## config.mk

```make
export PLATFORM = sky130hd
export DESIGN_NAME = astar_ctrl
export DESIGN_NICKNAME = d
export VERILOG_FILES = /design/src/design/astar_pkg.sv /design/src/design/astar_ctrl.sv
export SDC_FILE = /design/constraint.sdc
export NUM_CORES = 1
export LEC_CHECK = 0
export BUFFER_PORTS_ARGS = -buffer_cell sky130_fd_sc_hd__buf_4
export CAP_MARGIN = 0
export CORE_MARGIN = 8
export CORE_UTILIZATION = 35
export DETAILED_ROUTE_END_ITERATION = 16
export PLACE_DENSITY = 0.64
export SLEW_MARGIN = 20
export SYNTH_ARGS = -nofsm -noshare
export SYNTH_HDL_FRONTEND = slang
export SYNTH_SLANG_ARGS = --single-unit
```

## constraint.sdc

```tcl
create_clock -name clock -period 2.2 [get_ports clock]
set_clock_uncertainty 0.15 [all_clocks]
set_input_delay 0.44 -clock clock [delete_from_list [all_inputs] [get_ports clock]]
set_output_delay 0.44 -clock clock [all_outputs]
set_load 0.01 [all_outputs]
```

## src/design/astar_pkg.sv

```systemverilog
package astar_pkg;

   localparam int NODES    = 32;
   localparam int EDGES    = 128;
   localparam int NODE_W   = 5;
   localparam int EIDX_W   = $clog2(EDGES);
   localparam int ECNT_W   = $clog2(EDGES + 1);
   localparam int EST_W    = 16;
   localparam int COST_W   = 22;
   localparam int F_W      = COST_W + 1;
   localparam int PATH_CAP = (NODES < 32 ? NODES : 32) - 1;
   localparam int PCNT_W   = $clog2(PATH_CAP + 1);
   localparam int CSR_IDX_W = 1;

   localparam logic [1:0] REQ_CLEAR  = 2'd0;
   localparam logic [1:0] REQ_EST    = 2'd1;
   localparam logic [1:0] REQ_EDGE   = 2'd2;
   localparam logic [1:0] REQ_SEARCH = 2'd3;

   localparam logic [1:0] MARK_NONE   = 2'd0;
   localparam logic [1:0] MARK_OPEN   = 2'd1;
   localparam logic [1:0] MARK_CLOSED = 2'd2;

   localparam logic [CSR_IDX_W-1:0] CSR_START = 1'b0;
   localparam logic [CSR_IDX_W-1:0] CSR_GOAL  = 1'b1;

   typedef struct packed {
      logic init;
      logic scan;
      logic close;
      logic edge_chk;
      logic edge_upd;
      logic walk_init;
      logic walk_step;
      logic out_start;
      logic out_buf;
      logic out_nf;
   } cmd_type;

   typedef struct packed {
      logic bad_node;
      logic scan_end;
      logic best_vld;
      logic best_is_goal;
      logic no_edges;
      logic edge_end;
      logic walk_more;
      logic path_empty;
      logic emit_end;
      logic out_free;
   } sts_type;

endpackage

```

## src/design/astar_ctrl.sv

```systemverilog
module astar_ctrl (
   input  logic              clock,
   input  logic              reset,
   input  logic              req_accept,
   input  logic [1:0]        req_type,
   input  astar_pkg::sts_type sts,
   output astar_pkg::cmd_type cmd,
   output logic              req_stall
);
   import astar_pkg::*;

   localparam logic [3:0] ST_IDLE   = 4'd0;
   localparam logic [3:0] ST_NF     = 4'd1;
   localparam logic [3:0] ST_INIT   = 4'd2;
   localparam logic [3:0] ST_SCAN   = 4'd3;
   localparam logic [3:0] ST_SWAIT  = 4'd4;
   localparam logic [3:0] ST_DECIDE = 4'd5;
   localparam logic [3:0] ST_EA     = 4'd6;
   localparam logic [3:0] ST_EB     = 4'd7;
   localparam logic [3:0] ST_EC     = 4'd8;
   localparam logic [3:0] ST_WINIT  = 4'd9;
   localparam logic [3:0] ST_WA     = 4'd10;
   localparam logic [3:0] ST_WB     = 4'd11;
   localparam logic [3:0] ST_ES     = 4'd12;
   localparam logic [3:0] ST_BR     = 4'd13;
   localparam logic [3:0] ST_BL     = 4'd14;

   logic [3:0] state_ff, state_in;

   assign req_stall = (state_ff != ST_IDLE);

   always_comb begin
      state_in = state_ff;
      cmd      = '0;
      unique case (state_ff)
         ST_IDLE: begin
            if (req_accept && req_type == REQ_SEARCH) begin
               state_in = sts.bad_node ? ST_NF : ST_INIT;
            end
         end
         ST_NF: begin
            if (sts.out_free) begin
               cmd.out_nf = 1'b1;
               state_in   = ST_IDLE;
            end
         end
         ST_INIT: begin
            cmd.init = 1'b1;
            state_in = ST_SCAN;
         end
         ST_SCAN: begin
            cmd.scan = 1'b1;
            if (sts.scan_end) state_in = ST_SWAIT;
         end
         ST_SWAIT: state_in = ST_DECIDE;
         ST_DECIDE: begin
            if (!sts.best_vld) begin
               state_in = ST_NF;
            end else begin
               cmd.close = 1'b1;
               if (sts.best_is_goal) state_in = ST_WINIT;
               else if (sts.no_edges) state_in = ST_SCAN;
               else state_in = ST_EA;
            end
         end
         ST_EA: state_in = ST_EB;
         ST_EB: begin
            cmd.edge_chk = 1'b1;
            state_in     = ST_EC;
         end
         ST_EC: begin
            cmd.edge_upd = 1'b1;
            state_in     = sts.edge_end ? ST_SCAN : ST_EA;
         end
         ST_WINIT: begin
            cmd.walk_init = 1'b1;
            state_in      = ST_WA;
         end
         ST_WA: state_in = ST_WB;
         ST_WB: begin
            if (sts.walk_more) begin
               cmd.walk_step = 1'b1;
               state_in      = ST_WA;
            end else begin
               state_in = ST_ES;
            end
         end
         ST_ES: begin
            if (sts.out_free) begin
               cmd.out_start = 1'b1;
               state_in      = sts.path_empty ? ST_IDLE : ST_BR;
            end
         end
         ST_BR: state_in = ST_BL;
         ST_BL: begin
            if (sts.out_free) begin
               cmd.out_buf = 1'b1;
               state_in    = sts.emit_end ? ST_IDLE : ST_BR;
            end
         end
         default: state_in = ST_IDLE;
      endcase
   end

   always_ff @(posedge clock) begin
      if (reset) state_ff <= ST_IDLE;
      else state_ff <= state_in;
   end

endmodule

```

# After elaboration in Yosys (flattened, before gate mapping)
# Index checks and enable logic that the tools add are counted.
# word_totals
out_inout_bits	11
regBits	4
elab_cells	52
rom_bits	0
latchBits	0
mem_count	0
ram_bits	0
# op_classes
eq_ne	20
n_addsub	0
n_lt_le_gt_ge	0
n_mux	27
div_mod_pow	0
bitwise_logic	0
reduce_logical	4
n_mul	0
shift	0
# op_table
cell	count
one-hot mux 4 bit (15 select lines)	1
2-to-1 mux 4 bit	9
== test 4 bit, second input constant	7
== test 4 x 3 -> 1 bit, second input constant	4
2-to-1 mux 1 bit	13
inequality test 2 bit, second input constant	5
2-to-1 mux 3 bit	3
== test 4 x 2 -> 1 bit, second input constant	2
AND reduction 5 bit	1
== test 4 x 1 -> 1 bit, second input constant	1
zero test 4 bit	1
nonzero test 4 bit	1
== test 2 bit, second input constant	1
2-to-1 mux 2 bit	1
logical AND 1 bit	1

# Longest topological paths before layout
# Gate-level depths: netlist of run 1.
# depth
depth_word	4
ltp_mapped	6

# Worst setup path after synthesis of run 1
# OpenSTA, ideal clock, no wires.
# synth_timing
path_kind	reg-to-output
from	register state_ff[1]
to	output cmd[0] in the netlist's numbering
path_buffers	1
path_stages_with_launch	4
arrival_time_ns	1.121
setup_slack_ns	0.489
required_time_ns	1.610
cell_sequence	dfxtp_1 buf_6 or4b_4 nor2_1
# synth_rtl
item	line_no	rtl
start: declaration	astar_ctrl.sv:28	logic [3:0] state_ff, state_in;
start signal: assignment	astar_ctrl.sv:107	else state_ff <= state_in;
end: declaration	astar_ctrl.sv:7	output astar_pkg::cmd_type cmd,

==> results.sh, run 1 <==
export IMPL_routed_via_count=721
export IMPL_crit_fanout=11
export IMPL_placed_cell_area_um2=803
export IMPL_antenna_found_initial=0
export IMPL_htree_levels=1
export IMPL_drt_met1_wl_um=746
export IMPL_total_power_uw=687
export IMPL_yosysSeqAreaShare_pct=13.4
export IMPL_post_synth_fa_ha_maj_area_fraction_pct=0
export IMPL_largest_register="state_ff"
export IMPL_synth_compound_area_share_pct=28.6
export IMPL_ys_flop_type="dfxtp_1"
export IMPL_nets=128
export IMPL_clock_sinks=4
export IMPL_final_cell_mix="buf_4, nor2_1, inv_1, nand2_1"
export IMPL_critPathBufInv=2
export IMPL_routabilityCongestion=0.818
export IMPL_yosysUniqueCellTypes=41
export IMPL_route_antenna_remaining_nets=0
export IMPL_wirelength_um=1780
export IMPL_cts_setup_buffers=0
export IMPL_worst_slew_pin_slew_ns=0.395
export IMPL_cp_required_ns=1.61
export IMPL_powerDensity_nw_per_um2=831
export IMPL_crit_path_top_delay_cell="or4bb_1"
export IMPL_fill_cells=164
export IMPL_die_w_um=57.3
export IMPL_synthXorXnorAreaFrac_pct=0
export IMPL_cp_arrival_ns=1.49
export IMPL_ys_ff_latch=4
export IMPL_drv_cap=0
export IMPL_cp_end_kind="primary output"
export IMPL_min_period_over_period_pct=94.4
export IMPL_root_buffer="clkbuf_4"
export IMPL_clock_latency_ns=0.24
export IMPL_dr_pass1_iters=4
export IMPL_clockBufferDepth=2
export IMPL_grt_pass1_wl_um=3150
export IMPL_path_delay_family="simple AND/OR/NAND/NOR gates"
export IMPL_fmax_mhz=482
export IMPL_postSynthCellCount=84
export IMPL_largest_register_ffs=4
export IMPL_reg_largest_list="state_ff: 4 flops"
export IMPL_drive_gt1_share_pct=36.9
export IMPL_antenna_cells=0
export IMPL_syn_area_per_cell_um2=7.09
export IMPL_numPortBuffers=25
export IMPL_path_cells="or4bb_1, inv_1, buf_4"
export IMPL_cts_tree="built"
export IMPL_ctsHoldBuffers=0
export IMPL_ios=26
export IMPL_slowest_delay_ns=0.62
export IMPL_critical_path_class="register to primary output"
export IMPL_hold_violations=0
export IMPL_netlist_area_um2=596
export IMPL_status="finished clean"
export IMPL_grt_total_usage_pct=11.6
export IMPL_ys_warn_count=0
export IMPL_setup_worst_path_start_class="register"
export IMPL_synth_top_family_by_area="simple AND/OR/NAND/NOR gates"
export IMPL_start_util_pct=35.7
export IMPL_maxUsedRoutingLayer="met4"
export IMPL_met2_length_um=841
export IMPL_synth_edf_count=0
export IMPL_gr_total_overflow=0
export IMPL_yosys_area_share_simple_pct=41.6
export IMPL_cts_made_buffers=3
export IMPL_fin_setup_tns_ns=0
export IMPL_area_growth_pct=38.7
export IMPL_die_height_um=57.3
export IMPL_post_cts_resized=0
export IMPL_drcViolationCount=0
export IMPL_viasPerCell=5.63
export IMPL_core_um2=1670
export IMPL_synthMuxAreaShare_pct=3.57
export IMPL_maxSlewViolCount=0
export IMPL_hold_worst_slack_ns=0.296
export IMPL_num_rows=15
export IMPL_wire_per_inst_um=13.9
export IMPL_dieArea_um2=3280
export IMPL_rsz0062_at_grt="no"
export IMPL_p_leak_uw=0.000357
export IMPL_setup_viol=0
export IMPL_grt_max_degree=19
export IMPL_syn_nets=99
export IMPL_fin_crit_ns=2.08
export IMPL_path_clk_slew_ns=0.04
export IMPL_first_global_vias=748
export IMPL_synthArstFlopShare_pct=0
export IMPL_final_common_cell="buf_4"
export IMPL_relSlewSlack_pct=73.4
export IMPL_hold_class="input port to register"
export IMPL_vdd_drop_max_uv=570
export IMPL_drt_iter0_markers=24
export IMPL_final_cell_area_um2=826
export IMPL_wl_met3_um=152
export IMPL_dp_hpwl_um=1440
[where the power goes]
group | switching [µW] | leakage (µW) | internal (µW)
clock | 31.2 | 0.0000138 | 61.1
combinational | 252 | 0.000311 | 223
sequential | 27.9 | 0.0000325 | 91.1
[layout make-up]
type,instances,area [µm²],area share (%)
timing repair buffer,31,233,28.2
sequential,4,80.1,9.70
tap,17,21.3,2.58
inverter,8,30.0,3.64
clock buffer,3,22.5,2.73
multi-input combinational,65,439,53.2
[metal layers]
| layer | track usage, % | vias to the layer above |
|---|---|---|
| met3 | 3.36 | 6 |
| met4 | 5.71 | 0 |
| met1 | 12.4 | 319 |
| li1 | - | 365 |
| met5 | 0 | - |
| met2 | 20.1 | 31 |
[final timing paths]
| check | start | endpoint | slack [ns] | depth (start not counted) |
|---|---|---|---|---|
| max | state_ff[2] | cmd[8] | 0.12 | 3 |
| min | reset | state_ff[1] | 0.30 | 2 |
| max reg2reg | state_ff[2] | state_ff[1] | 0.40 | 5 |
| min reg2reg | state_ff[0] | state_ff[0] | 0.47 | 2 |
[cell usage after synthesis, drive strengths merged (2+ instances only)]
| master | n | area share, % |
|---|---|---|
| nor2 | 9 | 5.7 |
| nand2 | 5 | 3.2 |
| o211ai | 3 | 3.8 |
| nor3 | 3 | 2.5 |
| and3 | 2 | 2.1 |
| buf | 7 | 7.8 |
| dfxtp | 4 | 13 |
| nand3b | 2 | 2.5 |
| o21ai | 2 | 1.7 |
| nand3 | 4 | 3.4 |
| o22ai | 4 | 5.3 |
| a21oi | 3 | 3.2 |
| inv | 8 | 5.0 |
| nor4b | 2 | 2.9 |
| nand2b | 4 | 4.2 |
[metrics by stage]
step	setup slack (ns)	std cells	utilization, %
5_1_grt	0.00728	128	49.4
2_1_floorplan	0.489	84	-
6_report	0.124	128	49.4
4_1_cts	0.136	128	49.4
3_5_place_dp	0.389	125	48.1
3_3_place_gp	0.404	125	48.1
[cell families (layout without fill, tap and decap cells)]
family	after synthesis	count (layout)
mux	2	2
buf+inv	15	42
flops	4	4
simple gates	41	41
compound gates	22	22
(Power assumes the default switching activity.)
==> inputs of run 2 (changes only) <==
==> constraint.sdc (replaced) <==
create_clock -name clock -period 2.62 [get_ports clock]
set_clock_uncertainty 0.15 [all_clocks]
set_input_delay 0.524 -clock clock [delete_from_list [all_inputs] [get_ports clock]]
set_output_delay 0.524 -clock clock [all_outputs]
set_load 0.01 [all_outputs]
==> run 2 against run 1 <==
Worst hold slack gained 0.089 ns. Total power fell by 21%. Combinational power shrank 27%. Critical path type unchanged. Critical path depth stayed put. First-iteration DRC count shrank 4.2%. Clock power is 20% lower. Final cell count is 3.9% lower. Via count fell by 5.4%. Sequential power hardly changed. Sequential share of layout area up 0.46 points. Register-to-register slack improved by 0.26 ns.
==> results.sh, run 2 (same netlist as run 1, synthesis figures left out) <==
export IMPL_fmax_mhz=422
export IMPL_path_cells="or4b_4, nor2_1, buf_4"
export IMPL_path_clk_slew_ns=0.04
export IMPL_wire_per_inst_um=13.7
export IMPL_p_comb_share_pct=64.4
export IMPL_routed_via_count=682
export IMPL_crit_fanout=20
export IMPL_dieArea_um2=3280
export IMPL_ctsHoldBuffers=0
export IMPL_pwr_share_clk_pct=13.6
export IMPL_dr_pass1_iters=4
export IMPL_gr_total_overflow=0
export IMPL_post_cts_resized=0
export IMPL_pre_cts_slack_ns=0.493
export IMPL_largest_register="state_ff"
export IMPL_p_sw_share_pct=46.6
export IMPL_drive_gt1_share_pct=34.0
export IMPL_drt_iter0_markers=23
export IMPL_powerDensity_nw_per_um2=688
export IMPL_finalNonFillerCells=123
export IMPL_largest_register_ffs=4
export IMPL_reg_largest_list="state_ff: 4 flops"
export IMPL_grt_met2_usage_pct=15.5
export IMPL_routabilityCongestion=0.845
export IMPL_route_antenna_remaining_nets=0
export IMPL_hold_class="input port to register"
export IMPL_cts_setup_buffers=0
export IMPL_min_period_over_period_pct=90.4
export IMPL_status="finished clean"
export IMPL_num_rows=15
export IMPL_antenna_cells=0
export IMPL_nets=123
export IMPL_ios=26
export IMPL_vdd_drop_max_uv=421
export IMPL_die_w_um=57.3
export IMPL_viasPerCell=5.54
export IMPL_clock_latency_ns=0.23
export IMPL_grt_max_degree=24
export IMPL_p_int_uw=290
export IMPL_maxSlewViolCount=0
export IMPL_drv_cap=0
export IMPL_crit_path_start="state_ff[0]"
export IMPL_worst_slew_pin_slew_ns=0.707
export IMPL_fin_setup_tns_ns=0
export IMPL_grt_pass1_wl_um=2820
export IMPL_wirelength_um=1690
export IMPL_cp_arrival_ns=1.69
export IMPL_grt_util_met1_pct=13.8
export IMPL_die_height_um=57.3
export IMPL_cts_tree="built"
export IMPL_clock_sinks=4
export IMPL_dp_cells=120
export IMPL_final_common_cell="buf_4"
export IMPL_p_sw_uw=253
export IMPL_cts_made_buffers=3
export IMPL_cp_end_kind="primary output"
export IMPL_root_buffer="clkbuf_4"
export IMPL_grt_total_usage_pct=10.2
export IMPL_crit_path_top_delay_cell="dfxtp_1"
export IMPL_core_um2=1670
export IMPL_critPathBufInv=1
export IMPL_cp_required_ns=1.95
export IMPL_dp_hpwl_um=1300
export IMPL_start_util_pct=35.7
export IMPL_p_leak_uw=0.000331
export IMPL_final_cell_mix="buf_4, nor2_1, inv_1, nand2_1"
export IMPL_critical_path_class="register to primary output"
export IMPL_met3_usage_pct=2.91
export IMPL_total_power_uw=542
export IMPL_drcViolationCount=0
export IMPL_fin_crit_ns=2.37
export IMPL_setup_worst_path_start_class="register"
export IMPL_path_delay_family="flip-flops"
export IMPL_r2r_start="state_ff[3]"
export IMPL_clockBufferDepth=2
export IMPL_hold_start="reset"
export IMPL_hold_violations=0
export IMPL_slowest_delay_ns=0.69
export IMPL_finalCoreUtilization_pct=47.2
export IMPL_relSlewSlack_pct=52.8
export IMPL_rsz0062_at_grt="no"
export IMPL_numPortBuffers=25
export IMPL_gr_max_usage_layer="met2"
export IMPL_final_critical_path_setup_slack_ns=0.252
export IMPL_power_frac_seq_pct=22.0
export IMPL_area_growth_pct=32.4
export IMPL_setup_viol=0
export IMPL_antenna_found_initial=0
export IMPL_first_global_vias=633
export IMPL_htree_levels=1
## run 2: through the flow
stage	instance area [µm²]	hold WS [ns]
after floorplan	596	0.475
after global placement	766	0.580
after detailed placement	766	0.595
after CTS	788	0.381
after global routing	788	0.390
final	788	0.384
## run 2: final timing paths
path,endpoint,slack (ns),depth (start not counted)
max reg2reg,state_ff[1],0.66,4
max,cmd[0],0.25,3
min reg2reg,state_ff[1],0.59,3
min,state_ff[1],0.38,2
## run 2: cell type report
type / instances / area (µm²)
fill: 183 / 882
inverter: 8 / 30.0
clock buffer: 3 / 22.5
timing repair buffer: 26 / 195
tap: 17 / 21.3
sequential: 4 / 80.1
multi-input combinational: 65 / 439
## run 2: power groups by stage
stage          clock network (µW)  registers, µW  logic, µW
4_1_cts                      78.7            118        348
6_report                     73.9            119        349
3_3_place_gp                    0            118        347
2_1_floorplan                   0           82.8        293
5_1_grt                      80.6            123        386
3_5_place_dp                    0            119        347
## run 2: per-layer routing
metal	part of all wire, %	up-vias
met5	0	-
met4	0	0
met3	3.5	0
met2	48	20
met1	48	308
li1	-	354
## run 2: worst register-to-register path, delay by kind of cell, from the launching register on
family / cells / cell delay (ns)
AOI/OAI and AO/OA: 2 / 0.53
DFF: 1 / 0.76
and+or+nand+nor: 2 / 0.43
